[src/rtl/gape_pkg.sv]
// ----------------------------------------------------------------------------
// gape_pkg
// Shared types and constants of the glyph atlas pixel expander.
// ----------------------------------------------------------------------------
package gape_pkg;

  // atlas geometry that does not vary
  localparam int unsigned CellsPerSide = 16;
  localparam int unsigned AddrW        = 16;

  // sequencer states
  typedef enum logic [1:0] {
    ST_IDLE,
    ST_SCAN,
    ST_FLUSH
  } state_e;

  // result of checking one pixel position
  typedef struct packed {
    logic             hit;
    logic [AddrW-1:0] addr;
  } pixel_t;

endpackage

[src/rtl/gape_base_unit.sv]
// ----------------------------------------------------------------------------
// gape_base_unit
// Registers the linear address of pixel 0 of a glyph row at input transfer.
// ----------------------------------------------------------------------------
module gape_base_unit #(
  parameter int unsigned CELL_SIZE = 16,
  parameter int unsigned ADDR_W    = 18
) (
  input  logic              clk_i,
  input  logic              load_i,
  input  logic [7:0]        glyph_code_i,
  input  logic [4:0]        x_origin_i,
  input  logic [4:0]        y_origin_i,
  input  logic [3:0]        row_index_i,
  input  logic [4:0]        baseline_i,
  output logic [ADDR_W-1:0] base_o
);

  localparam int unsigned Stride = gape_pkg::CellsPerSide * CELL_SIZE;

  logic [ADDR_W-1:0] atlas_row;
  logic [ADDR_W-1:0] atlas_col;
  logic [ADDR_W-1:0] base_d;
  logic [ADDR_W-1:0] base_q;

  // cell row and column from the code, then row * stride + column
  always_comb begin
    atlas_row = {{(ADDR_W-4){1'b0}}, glyph_code_i[7:4]} * ADDR_W'(CELL_SIZE)
              + {{(ADDR_W-4){1'b0}}, row_index_i}
              + {{(ADDR_W-5){baseline_i[4]}}, baseline_i}
              - {{(ADDR_W-5){y_origin_i[4]}}, y_origin_i};
    atlas_col = {{(ADDR_W-4){1'b0}}, glyph_code_i[3:0]} * ADDR_W'(CELL_SIZE)
              - {{(ADDR_W-5){x_origin_i[4]}}, x_origin_i};
    base_d    = atlas_row * ADDR_W'(Stride) + atlas_col;
  end

  // base register, loaded once per row
  always_ff @(posedge clk_i) begin
    if (load_i) begin
      base_q <= base_d;
    end
  end

  assign base_o = base_q;

endmodule

[src/rtl/gape_pixel_unit.sv]
// ----------------------------------------------------------------------------
// gape_pixel_unit
// Shared adder and range compare, stepped over the pixels of one row.
// ----------------------------------------------------------------------------
module gape_pixel_unit #(
  parameter int unsigned CELL_SIZE = 16,
  parameter int unsigned ADDR_W    = 18
) (
  input  logic [ADDR_W-1:0] base_i,
  input  logic [3:0]        pixel_i,
  input  logic [3:0]        glyph_width_i,
  input  logic [15:0]       row_bits_i,
  output gape_pkg::pixel_t  result_o
);

  localparam int unsigned Stride   = gape_pkg::CellsPerSide * CELL_SIZE;
  localparam int unsigned RawLimit = Stride * Stride;
  localparam int unsigned Limit    = (RawLimit > 65536) ? 65536 : RawLimit;

  logic [ADDR_W-1:0] addr;
  logic              ink;
  logic              in_range;

  // bit 15 is pixel 0
  assign ink = row_bits_i[~pixel_i] && (pixel_i < glyph_width_i);

  // candidate address and atlas bounds
  always_comb begin
    addr     = base_i + {{(ADDR_W-4){1'b0}}, pixel_i};
    in_range = !addr[ADDR_W-1] && ($signed(addr) < $signed(ADDR_W'(Limit)));
  end

  assign result_o.hit  = ink && in_range;
  assign result_o.addr = addr[gape_pkg::AddrW-1:0];

endmodule

[src/rtl/glyph_atlas_pixel_expander_core.sv]
// ----------------------------------------------------------------------------
// glyph_atlas_pixel_expander_core
// Expands one-bit glyph rows into byte addresses of a square font atlas.
// ----------------------------------------------------------------------------
// Each input transfer carries one glyph row; the block emits one atlas address
// (to be written with 255) for every inked pixel inside glyph_width that lands
// within the atlas, left to right, with last_pixel_o on the final one. A row
// occupies the block from acceptance through a check of each pixel position
// below glyph_width_i, an end-of-scan step and a flush step, plus any time
// the output stalls; in_stall_o is high from the scan until idle. A single
// adder and bounds compare step over the pixel positions one per cycle unless
// the output stalls; the row base is registered at acceptance. One address is
// held back in a pending register so the last flag is known before it leaves.
// ----------------------------------------------------------------------------
module glyph_atlas_pixel_expander_core #(
  parameter int unsigned CELL_SIZE = 16
) (
  input  logic        clk_i,
  input  logic        rst_ni,
  input  logic        cfg_we_i,
  input  logic [4:0]  cfg_wdata_i,
  input  logic        in_valid_i,
  output logic        in_stall_o,
  input  logic [7:0]  glyph_code_i,
  input  logic [3:0]  glyph_width_i,
  input  logic [4:0]  x_origin_i,
  input  logic [4:0]  y_origin_i,
  input  logic [3:0]  row_index_i,
  input  logic [15:0] row_bits_i,
  output logic        out_valid_o,
  input  logic        out_stall_i,
  output logic [15:0] pixel_address_o,
  output logic        last_pixel_o
);

  localparam int unsigned Stride = gape_pkg::CellsPerSide * CELL_SIZE;
  localparam int unsigned MaxRow = 15 * CELL_SIZE + 46;
  localparam int unsigned MaxAbs = MaxRow * Stride + 16 * CELL_SIZE + 16;
  localparam int unsigned RawW   = $clog2(MaxAbs + 1) + 1;
  localparam int unsigned ADDR_W = (RawW > 17) ? RawW : 17;

  gape_pkg::state_e  state_d, state_q;
  gape_pkg::pixel_t  pix;
  logic [4:0]        baseline_q;
  logic [3:0]        x_d, x_q;
  logic [3:0]        width_d, width_q;
  logic [15:0]       bits_d, bits_q;
  logic              pend_valid_d, pend_valid_q;
  logic [15:0]       pend_addr_d, pend_addr_q;
  logic              out_valid_d, out_valid_q;
  logic [15:0]       out_addr_d, out_addr_q;
  logic              out_last_d, out_last_q;
  logic [ADDR_W-1:0] base;
  logic              in_xfer;
  logic              out_free;

  assign in_stall_o = (state_q != gape_pkg::ST_IDLE);
  assign in_xfer    = in_valid_i && !in_stall_o;
  assign out_free   = !out_valid_q || !out_stall_i;

  // baseline register
  always_ff @(posedge clk_i or negedge rst_ni) begin
    if (!rst_ni) begin
      baseline_q <= '0;
    end else if (cfg_we_i) begin
      baseline_q <= cfg_wdata_i;
    end
  end

  // row base address
  gape_base_unit #(
    .CELL_SIZE (CELL_SIZE),
    .ADDR_W    (ADDR_W)
  ) u_base (
    .clk_i        (clk_i),
    .load_i       (in_xfer),
    .glyph_code_i (glyph_code_i),
    .x_origin_i   (x_origin_i),
    .y_origin_i   (y_origin_i),
    .row_index_i  (row_index_i),
    .baseline_i   (baseline_q),
    .base_o       (base)
  );

  // shared pixel adder and bounds check
  gape_pixel_unit #(
    .CELL_SIZE (CELL_SIZE),
    .ADDR_W    (ADDR_W)
  ) u_pixel (
    .base_i        (base),
    .pixel_i       (x_q),
    .glyph_width_i (width_q),
    .row_bits_i    (bits_q),
    .result_o      (pix)
  );

  // sequencer next state and datapath control
  always_comb begin
    state_d      = state_q;
    x_d          = x_q;
    width_d      = width_q;
    bits_d       = bits_q;
    pend_valid_d = pend_valid_q;
    pend_addr_d  = pend_addr_q;
    out_valid_d  = out_valid_q && out_stall_i;
    out_addr_d   = out_addr_q;
    out_last_d   = out_last_q;
    case (state_q)
      gape_pkg::ST_IDLE: begin
        if (in_valid_i) begin
          state_d = gape_pkg::ST_SCAN;
          x_d     = '0;
          width_d = glyph_width_i;
          bits_d  = row_bits_i;
        end
      end
      gape_pkg::ST_SCAN: begin
        if (x_q >= width_q) begin
          state_d = gape_pkg::ST_FLUSH;
        end else if (!pix.hit) begin
          x_d = 4'(x_q + 4'd1);
        end else if (!pend_valid_q) begin
          pend_valid_d = 1'b1;
          pend_addr_d  = pix.addr;
          x_d          = 4'(x_q + 4'd1);
        end else if (out_free) begin
          out_valid_d = 1'b1;
          out_addr_d  = pend_addr_q;
          out_last_d  = 1'b0;
          pend_addr_d = pix.addr;
          x_d         = 4'(x_q + 4'd1);
        end
      end
      gape_pkg::ST_FLUSH: begin
        if (!pend_valid_q) begin
          state_d = gape_pkg::ST_IDLE;
        end else if (out_free) begin
          out_valid_d  = 1'b1;
          out_addr_d   = pend_addr_q;
          out_last_d   = 1'b1;
          pend_valid_d = 1'b0;
          state_d      = gape_pkg::ST_IDLE;
        end
      end
      default: begin
        state_d = gape_pkg::ST_IDLE;
      end
    endcase
  end

  // control registers
  always_ff @(posedge clk_i or negedge rst_ni) begin
    if (!rst_ni) begin
      state_q      <= gape_pkg::ST_IDLE;
      pend_valid_q <= 1'b0;
      out_valid_q  <= 1'b0;
      x_q          <= '0;
    end else begin
      state_q      <= state_d;
      pend_valid_q <= pend_valid_d;
      out_valid_q  <= out_valid_d;
      x_q          <= x_d;
    end
  end

  // payload registers
  always_ff @(posedge clk_i) begin
    width_q     <= width_d;
    bits_q      <= bits_d;
    pend_addr_q <= pend_addr_d;
    out_addr_q  <= out_addr_d;
    out_last_q  <= out_last_d;
  end

  assign out_valid_o     = out_valid_q;
  assign pixel_address_o = out_addr_q;
  assign last_pixel_o    = out_last_q;

  // a held address is never left behind when the row ends
  assert property (@(posedge clk_i) disable iff (!rst_ni)
    (state_q == gape_pkg::ST_IDLE) |-> !pend_valid_q)
    else $error("pending address left over in idle");

  // a non-final address on the output means the row is still in work
  assert property (@(posedge clk_i) disable iff (!rst_ni)
    (out_valid_q && !out_last_q) |-> (state_q != gape_pkg::ST_IDLE))
    else $error("row ended without a last address");

  // an accepted row starts the scan
  assert property (@(posedge clk_i) disable iff (!rst_ni)
    in_xfer |=> (state_q == gape_pkg::ST_SCAN) && (x_q == '0))
    else $error("accepted row did not start scanning");

  // the scan holds its position while the output path is blocked
  assert property (@(posedge clk_i) disable iff (!rst_ni)
    (state_q == gape_pkg::ST_SCAN && x_q < width_q && pix.hit && pend_valid_q
     && out_valid_q && out_stall_i) |=> $stable(x_q))
    else $error("scan advanced while output blocked");

endmodule

[config.mk]
export PLATFORM = sky130hd
export DESIGN_NAME = glyph_atlas_pixel_expander_core
export DESIGN_NICKNAME = d
export VERILOG_FILES = /design/src/rtl/gape_pkg.sv /design/src/rtl/gape_base_unit.sv /design/src/rtl/gape_pixel_unit.sv /design/src/rtl/glyph_atlas_pixel_expander_core.sv
export SDC_FILE = /design/constraint.sdc
export NUM_CORES = 1
export LEC_CHECK = 0
export BUFFER_PORTS_ARGS = -buffer_cell sky130_fd_sc_hd__buf_4
export CORE_MARGIN = 2
export CORE_UTILIZATION = 57
export DETAILED_ROUTE_END_ITERATION = 8
export GPL_ROUTABILITY_DRIVEN = 1
export PLACE_DENSITY_LB_ADDON = 0.1
export SYNTH_ARGS = -nofsm -noshare
export SYNTH_HDL_FRONTEND = slang
export SYNTH_SLANG_ARGS = --single-unit
[constraint.sdc]
create_clock -name clk_i -period 4.7 [get_ports clk_i]
set_input_delay 0 -clock clk_i [delete_from_list [all_inputs] [get_ports clk_i]]
set_output_delay 0 -clock clk_i [all_outputs]
set_load 0.005 [all_outputs]
; Yosys cells after proc, flatten, opt, wreduce, memory -nomap -nowiden
; Cells that the tools add are included.
[classes]
n_mux = 37
n_reduce_logical = 20
magnitude_cmp = 4
eq_ne = 13
bitwise_logic = 2
n_addsub = 7
[op_table]
columns = op, n
row1 = $mux 16, 6
row2 = $pmux 16 s2, 1
row3 = $mux 4, 5
row4 = $add 18x18->18, 1
row5 = $add 18x4->18, 1
row6 = $lt 18x18->1 const B, 1
row7 = $ne 2x2->1 const B, 8
row8 = $mux 1, 15
row9 = $add 9x10->10, 1
row10 = $sub 10x10->10, 1
row11 = $sub 9x5->10, 1
row12 = $add 8x4->9, 1
row13 = $mux 2, 4
row14 = $pmux 4 s2, 1
row15 = $reduce_and 4->1, 2
row16 = $reduce_and 7->1, 1
row17 = $pmux 1 s2, 3
row18 = $pmux 2 s3, 1
row19 = $reduce_and 3->1, 2
row20 = $reduce_bool 2->1, 3
row21 = $logic_and 1x1->1, 5
row22 = $lt 4x5->1 const B, 1
row23 = $add 4x1->4 const B, 1
row24 = $bmux 1 s4, 1
row25 = 13 further kinds, 16
[totals]
in_bits = 52
regBits = 84
output_inout_bits = 19
wordCells = 94

; Longest topological paths before layout
; Gate-level depths: netlist of the first run.
[depth]
word_depth = 8
depth_mapped = 17

; By module
; A second synthesis of the first run with hierarchy kept.
[hier_totals]
hier_cells = 405
area_unflattened_um2 = 4913.5
[modules_own_cells]
columns = mod, n_inst, cells_each, area_per_inst_um2
row1 = glyph_atlas_pixel_expander_core, 1, 142, 2441.1
row2 = gape_base_unit, 1, 189, 1840.5
row3 = gape_pixel_unit, 1, 74, 631.9

; Least setup slack after synthesis of the first run
; OpenSTA, ideal clock, no wires.
[synth_path]
path_type = reg-to-reg
from = register baseline_q[1]
to = register u_base.base_q[17] (netlist: u_base.base_o[17]) (data pin)
stages_incl_launch_ff = 15
arrival_ns = 3.087
slack_ns = 1.351
setup_ns = 0.261
synth_period_minus_slack_ns = 3.349
required_ns = 4.439
cell_sequence = dfrtp_1 inv_1 fa_1 inv_1 fa_1 a21o_1 a21oi_1 o21bai_1 a21oi_1 xnor2_1 ha_1 o41ai_1 o21ai_1 xnor2_1 xnor2_1
[synth_between]
elab_chain_len = 3
[synth_lines]
columns = item, line_no
row1 = start: declaration, glyph_atlas_pixel_expander_core.sv:44  ; logic [4:0] baseline_q;
row2 = start signal: assignment, glyph_atlas_pixel_expander_core.sv:66  ; baseline_q <= cfg_wdata_i;
row3 = $add 9x10->10, gape_base_unit.sv:30  ; + {{(ADDR_W-5){baseline_i[4]}}, baseline_i}
row4 = $sub 10x10->10, gape_base_unit.sv:31  ; - {{(ADDR_W-5){y_origin_i[4]}}, y_origin_i};
row5 = $add 18x18->18, gape_base_unit.sv:34  ; base_d = atlas_row * ADDR_W'(Stride) + atlas_col;
row6 = net u_base.base_d[17], gape_base_unit.sv:23  ; logic [ADDR_W-1:0] base_d;
row7 = end signal: assignment, gape_base_unit.sv:40  ; base_q <= base_d;
row8 = end: declaration, gape_base_unit.sv:24  ; logic [ADDR_W-1:0] base_q;
; The timed path passes the listed nets, and every way through them passes these cells.
; A chain may end at the register's enable or synchronous reset.

; Worst setup path in the final report of the first run
; Ends and elaborated chain as after synthesis.

==> flow_metrics.tcl, run 1 <==
set metrics [dict create \
    dp_slack_ps 1130 \
    drive_above_1_share_pct 19.8 \
    synthFlopType "edfxtp_1" \
    start_util_pct 58.4 \
    cts_root_buffer "clkbuf_8" \
    ys_types 52 \
    cts_buffers 9 \
    required_ps 4790 \
    postLayoutSetupSlackWorst_ps 1090 \
    synth_edf_count 71 \
    crit_top_cell "xnor2_1" \
    die_area_sq_um 9080 \
    finalSetupTns_ps 0 \
    r2r-end "u_base.base_o[17]" \
    cts_tree "done" \
    critPathMaxFanout 5 \
    clkSinkCount 84 \
    skew_ps 8.19 \
    synthArstFlopShare_pct 15.5 \
    drtPass1Iterations 5 \
    num-fill-cells 530 \
    critPathKind "flop to flop" \
    grt_start_max_net_pins 39 \
    num_io_pins 71 \
    p_leak_nw 2.57 \
    grt_usage_pct 20.8 \
    arrival_ps 3700 \
    grt_setup_unrepaired "no" \
    grt.overflow.total 0 \
    avgViaCountPerCell 5.18 \
    die_w_um 95.3 \
    end_kind "flop" \
    cp_num_cells 14 \
    drc_errors 0 \
    coreArea_sq_um 8130 \
    ant_nets 0 \
    r2r_slack_ps 1090 \
    ys_top_cells_by_area "edfxtp_1 (45%), ha_1 (10%), dfrtp_1 (6.8%)" \
    syn-instance-count 401 \
    hp-start "out_stall_i" \
    num_vias 3265 \
    dp_hpwl_mm 6.32 \
    synth_seq_cells 84 \
    hp-class "primary input to flop" \
    place_congestion 0.867 \
    synth_most_common_cell "edfxtp_1" \
    ys_seq_area_share_pct 51.7 \
    final.min_clock_period_ps 3610 \
    fmax_mhz 277 \
    hold_depth 3 \
    clock_latency_ps 350 \
    antenna_found_initial 0 \
    path_clk_slew_ps 80 \
    cp-start-kind "flop" \
    synth_top_area_share_pct 44.9 \
    setup_viol 0 \
    holdPathEnd "pend_valid_q" \
    grt_pass1_vias 3213 \
    yosys_warnings 0 \
    critical_path_buf_inv_count 2 \
    hold_viol_final 0 \
    slowest_delay_ps 480 \
    clk_path_buf_depth 2 \
    ir_drop_mv 0.208 \
    power.density_nw_per_um2 452 \
    die_y_um 95.3 \
    port_buffers 70 \
    wire_per_inst_um 13.9 \
    syn_nets 502 \
    cts_max_level 3 \
    reg2reg_depth 14 \
    drt_wl_total_mm 8.76 \
    crit_chain "inv_1 > fa_1 > inv_1 > fa_1 > a21o_1 > a21oi_1 > xnor2_1 > ha_1 > nand3_1 > o211ai_1 > o41ai_1 > o21ai_1 > xnor2_1 > xnor2_1" \
    drv_cap 0 \
    final-seq-area_sq_um 2460 \
    post-route-period-util_pct 76.8 \
    area_growth_pct 27.0 \
    first_iter_violations 73 \
    status "finished, final reports clean" \
    avgSynthCellArea_sq_um 11.8 \
    rows 33 \
    antenna_cells 0 \
    synth_area_sq_um 4750 \
    final_nets 621 \
    synth_commonest_cells "edfxtp_1 (71), inv_1 (51), ha_1 (38)" \
    slew_headroom_pct 57.6 \
    yosysTopAreaCell "edfxtp_1" \
    slowest_stage "fa_1" \
    grt_pass1_wl_mm 14.3 \
    r2r_start "baseline_q[1]" \
    multiInputGateArea_sq_um 2070 \
    path_delay_family "adder cells" \
    slew_violations 0 \
    max_slew.worst_pin.slew_ps 635 \
]
## registers in the layout, indices dropped and copies added (netlist names)
name	cells
width_q	4
u_base.base_o	18
x_q	4
baseline_q	5
state_q	2
last_pixel_o	1
pixel_address_o	16
pend_valid_q	1
bits_q	16
out_valid_o	1
pend_addr_q	16
## kinds of logic after synthesis
logic type,after synthesis,synth area share (%)
AND/OR/NAND/NOR,94,9.32
flip-flops,84,51.7
AO/OA/AOI/OAI,70,10.2
buffers and inverters,58,4.77
adder cells (fa/ha/maj),49,14.6
XOR/XNOR,40,7.53
multiplexers,6,1.84
## final cells by class
class                      count  area share, %
clock buffer                   9           2.05
clock inverter                 7           1.74
inverter                      53           3.30
multi-input combinational    259           34.3
sequential                    84           40.7
tap                          105           2.18
timing repair buffer         113           15.8
## cell usage in the layout (no fill, tap or decap), drive strengths merged, types with 3 or more instances in the layout
cell / instances
o211ai: 5
nor2: 24
ha: 38
nand4: 3
nand2: 35
nand3: 8
dfrtp: 13
fa: 11
xor2: 11
xnor2: 29
edfxtp: 71
nand2b: 5
o21ai: 15
inv: 56
and3: 8
a211oi: 4
a21o: 3
a21oi: 25
buf: 72
dlygate4sd3: 41
clkbuf: 9
## metrics by stage
step                      cells  util [%]  total power [mW]  area [sq um]  hold slack (ps)
final                       630      74.2              2.73          6030             8.74
after global routing        630      74.2              2.91          6030            0.260
after CTS                   630      74.2              2.73          6030           0.0709
after detailed placement    573      66.3              2.12          5400             -127
after global placement      573      66.3              2.08          5400             -130
after floorplan             401         -              1.88          4750             -296
## how the worst max path moves through the flow
| stage | start | end | slack (ps) |
|---|---|---|---|
| 5_1_grt | baseline_q[1] | u_base.base_o[17] | 790 |
| 3_3_place_gp | baseline_q[1] | u_base.base_o[17] | 1190 |
| 6_report | baseline_q[1] | u_base.base_o[17] | 1090 |
| 3_5_place_dp | baseline_q[1] | u_base.base_o[17] | 1130 |
| 2_1_floorplan | baseline_q[1] | u_base.base_o[17] | 1350 |
| 4_1_cts | baseline_q[1] | u_base.base_o[17] | 1090 |
## tightest hold or removal path: cells and delay by family
kind | cells | cell delay, ps
buf+inv | 1 | 110
compound gates | 1 | 90
simple gates | 1 | 110
## power by group
part,switching (mW),internal [mW]
logic,0.529,0.469
registers,0.114,1.04
clock network,0.270,0.307
total,0.913,1.81
## per-layer routing
| metal | vias up | GRT usage, % | wire length [um] |
|---|---|---|---|
| met4 | 0 | 5.80 | 121 |
| li1 | 1643 | - | - |
| met1 | 1541 | 24.7 | 3590 |
| met3 | 11 | 4.82 | 300 |
| met2 | 70 | 37.8 | 4750 |
| met5 | - | 0 | 0 |
## what timing repair did
item                                    4_1_cts  5_1_grt
hold buffers                                 41        0
buffers inserted                              0        0
endpoints found under the setup margin        0        0
endpoints found under the hold margin        42        0
gates resized for setup                       0        0
Note: power is estimated with default switching activity, not from simulation.
==> run 2, diff against run 1 <==
Settings changed: ABC_AREA set to 1, CORE_UTILIZATION 57 to 52.
Clock period 4.7 ns to 3.2 ns, I/O delays scaled along.
==> flow_metrics.tcl, run 2 <==
set metrics [dict create \
    status "complete, but fails checks" \
    violations "negative setup slack" \
    drtPass1Iterations 4 \
    required_ps 3320 \
    slew_headroom_pct 61.3 \
    synth_top_area_share_pct 42.8 \
    grt_start_max_net_pins 39 \
    cts_root_buffer "clkbuf_8" \
    syn_nets 607 \
    die_area_sq_um 10400 \
    hp-class "primary input to flop" \
    synthArstFlopShare_pct 15.5 \
    clkSinkCount 84 \
    power.density_nw_per_um2 635 \
    yosysTopAreaCell "edfxtp_1" \
    dp_cells 724 \
    start_util_pct 53.6 \
    area_growth_pct 31.0 \
    grt_pass1_vias 3699 \
    dp_hpwl_mm 6.59 \
    antenna_cells 0 \
    final.min_clock_period_ps 3280 \
    rows 35 \
    critPathKind "flop to flop" \
    postLayoutSetupSlackWorst_ps -84.0 \
    cts_max_level 3 \
    drv_cap 0 \
    post-route-period-util_pct 103 \
    grt_setup_unrepaired "yes" \
    fin_util_pct 70.2 \
    critical_path_buf_inv_count 3 \
    r2r_slack_ps -80 \
    drt_wl_total_mm 9.38 \
    skew_ps 17.4 \
    critPathMaxFanout 5 \
    final_cell_mix "nand2_1 (106), buf_4 (93), inv_1 (81)" \
    grt.overflow.total 0 \
    coreArea_sq_um 9280 \
    clock_latency_ps 350 \
    setup_viol 1 \
    drc_errors 0 \
    instances_no_fill 780 \
    max_slew.worst_pin.slew_ps 574 \
    slowest_delay_ps 490 \
    syn-instance-count 506 \
    ant_nets 0 \
    ys_types 35 \
    grt_usage_pct 18.8 \
    num-fill-cells 670 \
    path_delay_family "simple AND/OR/NAND/NOR gates" \
    cp-start-kind "flop" \
    arrival_ps 3400 \
    p_leak_nw 3.01 \
    die_y_um 102 \
    yosys_warnings 0 \
    synth_most_common_cell "nand2_1" \
    wire_per_inst_um 12.0 \
    avgViaCountPerCell 4.84 \
    final_nets 747 \
    crit_top_cell "nand2_1" \
    synth_area_sq_um 4980 \
    fmax_mhz 305 \
    hold_viol_final 0 \
    port_buffers 70 \
    synthFlopType "edfxtp_1" \
    synth_edf_count 71 \
    avgSynthCellArea_sq_um 9.84 \
    ys_seq_area_share_pct 49.4 \
    slowest_stage "fa_1" \
    path_clk_slew_ps 90 \
    end_kind "flop" \
    clk_path_buf_depth 2 \
    die_w_um 102 \
    num_io_pins 71 \
    antenna_found_initial 0 \
    num_vias 3778 \
    ir_drop_mv 0.342 \
    grt_pass1_wl_mm 15.4 \
    slew_violations 0 \
    layout_commonest_cell "nand2_1" \
    drive_above_1_share_pct 23.8 \
    ys_top_cells_by_area "edfxtp_1 (43%), ha_1 (9.6%), nand2_1 (8.2%)" \
    synth_commonest_cells "nand2_1 (109), inv_1 (87), edfxtp_1 (71)" \
    largest_register_ffs 18 \
    synth_seq_cells 84 \
    crit_chain "inv_1 > fa_1 > inv_2 > ha_4 > a21oi_1 > nand2_2 > nand2_1 > nand2_1 > a21oi_2 > nor2_1 > o21ai_1 > nand2_1 > nand2_1 > nand2_2 > ha_4 > nand2_4 > nor3_4 > nand3_1 > nand3_2 > inv_1 > nand3_1 > nand2_1" \
    cts_buffers 9 \
    first_iter_violations 173 \
    place_congestion 0.883 \
    cts_tree "done" \
]
[run 2: cell count changes after synthesis, sizes merged, moves of 12 or more]
cell	previous run	this run
nand3	8	30
xor2	11	23
nand2	35	114
xnor2	29	12
inv	53	89
[run 2: final cells by class]
cell class	instances	area, sq um	share of cell area [%]
Tap cell	129	161	2.48
Clock buffer	11	131	2.01
Multi-Input combinational cell	329	2310	35.4
Timing Repair Buffer	132	1090	16.7
Clock inverter	5	37.5	0.576
Sequential cell	84	2460	37.7
Inverter	90	338	5.18
[run 2: logic make-up (layout without fill, tap and decap cells)]
family | Yosys count | in the layout | share of synthesized area [%]
buffers and inverters | 93 | 238 | 7.09
XOR/XNOR | 35 | 35 | 6.16
AO/OA/AOI/OAI | 48 | 48 | 5.58
adder cells (fa/ha/maj) | 49 | 49 | 14.0
flip-flops | 84 | 84 | 49.4
AND/OR/NAND/NOR | 197 | 197 | 17.8
[run 2: worst paths after layout]
check / start / to / depth (start not counted)
worst max-delay path: baseline_q[3] / u_base.base_o[17] / 22
worst min-delay path: x_origin_i[1] / u_base.base_o[3] / 3
worst max register to register: baseline_q[3] / u_base.base_o[17] / 22
worst min register to register: pend_addr_q[6] / pixel_address_o[6] / 0
max in group asynchronous: rst_ni / x_q[0] / 2
min in group asynchronous: rst_ni / baseline_q[3] / 2
[run 2: worst register-to-register path, delay by kind of cell, from the launching register on]
kind / cells / cell delay (ps)
DFF: 1 / 340
AOI/OAI and AO/OA: 3 / 490
and+or+nand+nor: 13 / 1040
adders and majority gates: 3 / 1020
buffers and inverters: 3 / 160
[run 2: metal layers]
layer	track usage, %	part of all wire [%]
met5	0	0
met4	6.77	2.4
met1	22.4	43
met2	33.6	51
met3	4.04	4.2
[run 2: power by group]
group / switching (mW) / total (mW) / internal, mW
sequential: 0.132 / 1.66 / 1.53
clock: 0.384 / 0.670 / 0.285
combinational: 0.984 / 1.81 / 0.822
total: 1.50 / 4.14 / 2.64
[run 2: metrics by stage]
stage               hold slack [ps]  area, sq um  power, mW  setup TNS, ps  setup slack [ps]
detailed placement             -123         5820       3.28           -293              -153
CTS                            27.5         6430       4.04          -15.2             -15.2
finish                         31.1         6520       4.14          -84.0             -84.0
floorplan                      -296         4980       2.74              0             0.148
global placement               -124         5820       3.22          -69.8             -37.4
global route                   45.7         6520       4.46           -462              -276
[run 2: repair_timing]
action | in CTS | in global routing
endpoints found under the hold margin | 41 | 0
buffers inserted | 1 | 0
hold buffers | 39 | 0
endpoints found under the setup margin | 2 | 5
pin swaps | 3 | 7
resized for setup | 11 | 21
==> run 3, diff against run 2 <==
Settings changed: CORE_UTILIZATION 52 to 30, CTS_BUF_LIST set to sky130_fd_sc_hd__clkbuf_8.
Clock period 3.2 ns to 3.9 ns, I/O delays scaled along.
==> flow_metrics.tcl, run 3 (synthesis results as in run 2) <==
set metrics [dict create \
    postLayoutSetupSlackWorst_ps 402 \
    ir_drop_mv 0.170 \
    area_growth_pct 28.1 \
    path_clk_slew_ps 90 \
    fin_util_pct 38.9 \
    max_slew.worst_pin.slew_ps 813 \
    power.density_nw_per_um2 509 \
    num_io_pins 71 \
    rows 47 \
    clkSinkCount 84 \
    die_w_um 133 \
    avgViaCountPerCell 4.28 \
    post-route-period-util_pct 89.7 \
    slew_headroom_pct 45.7 \
    grt_pass1_vias 3725 \
    drc_errors 0 \
    fmax_mhz 286 \
    final_cell_mix "nand2_1 (109), inv_1 (88), buf_4 (74)" \
    required_ps 4020 \
    ant_nets 0 \
    grt_setup_unrepaired "no" \
    cts_tree "done" \
    die_y_um 133 \
    num_vias 3647 \
    startpoint "baseline_q[2]" \
    start_util_pct 30.3 \
    r2r_start "baseline_q[2]" \
    critPathMaxFanout 5 \
    first_iter_violations 161 \
    arrival_ps 3620 \
    slew_violations 0 \
    antenna_cells 0 \
    coreArea_sq_um 16400 \
    cts_buffers 9 \
    end_kind "flop" \
    dp_cells 797 \
    setup_viol 0 \
    finalSetupTns_ps 0 \
    p_leak_nw 2.93 \
    status "finished, final reports clean" \
    port_buffers 70 \
    clk_path_buf_depth 2 \
    skew_ps 8.15 \
    grt_usage_pct 12.2 \
    grt_start_max_net_pins 21 \
    final.min_clock_period_ps 3500 \
    dp_slack_ps 369 \
    final_nets 728 \
    place_congestion 0.748 \
    clock_latency_ps 370 \
    hold_viol_final 0 \
    instances_no_fill 852 \
    cp-start-kind "flop" \
    dp_hpwl_mm 7.98 \
    power_mw 3.24 \
    drive_above_1_share_pct 17.2 \
    drt_wl_total_mm 10.3 \
    largest_register_ffs 18 \
    grt.overflow.total 0 \
    critPathKind "flop to flop" \
    die_area_sq_um 17600 \
    drv_cap 0 \
    grt_pass1_wl_mm 17.0 \
    drtPass1Iterations 4 \
    cts_root_buffer "clkbuf_8" \
    cts_max_level 3 \
    antenna_found_initial 0 \
    wire_per_inst_um 12.1 \
    layout_commonest_cell "nand2_1" \
    hp-class "primary input to async pin" \
]
## run 3: worst paths after layout
check,to,slack (ps),cells after the start
min in group clk_i,u_base.base_o[3],20,3
worst max-delay path,u_base.base_o[16],400,19
worst max register to register,u_base.base_o[16],400,19
max in group asynchronous,x_q[0],3700,2
worst min register to register,pixel_address_o[11],420,0
worst min-delay path,state_q[1],20,2
## run 3: critical path: stages, from the launching register on
cell and delay, ps:
dfrtp_1 340, inv_1 50, fa_1 480, inv_1 40, ha_1 350, a21o_1 200, a31oi_1 170, xor2_1 160
inv_1 60, ha_1 320, a21oi_1 130, o21ai_0 130, nand2_1 80, nand2_1 50, a21oi_1 190, nor2_1 60
o21ai_0 230, nand2_1 80, nand2_1 60, nand2_1 50
## run 3: what timing repair did
action / in CTS / in global routing
resized for setup: 0 / 1
setup endpoints to repair: 0 / 1
hold buffers: 39 / 0
hold endpoints to repair: 41 / 0
buffers inserted: 0 / 0
## run 3: cell type report
cell class	count	area, sq um
fill	1663	10000
sequential	84	2460
multi-input combinational	329	2170
timing repair buffer	113	946
inverter	90	338
tap	220	275
clock buffer	9	124
clock inverter	7	67.6
## run 3: report_power, final
| part | total [mW] | leakage, nW | internal (mW) | switching (mW) |
|---|---|---|---|---|
| registers | 1.37 | 0.819 | 1.26 | 0.114 |
| logic | 1.25 | 2.01 | 0.508 | 0.741 |
| clock network | 0.622 | 0.0984 | 0.294 | 0.328 |
| total | 3.24 | 2.93 | 2.06 | 1.18 |
## run 3: through the flow
step                      hold slack (ps)  cell area (sq um)
final                                20.8               6380
after CTS                            6.25               6380
after global routing                 20.7               6380
after floorplan                      -296               4980
after detailed placement             -128               5790
after global placement               -127               5790
## run 3: per-layer routing
metal,wire length (um),vias to the layer above,global-route usage (%)
li1,-,1899,-
met1,4650,1693,14.4
met2,5220,44,21.8
met3,225,11,1.99
met4,174,0,5.50
met5,0,-,0
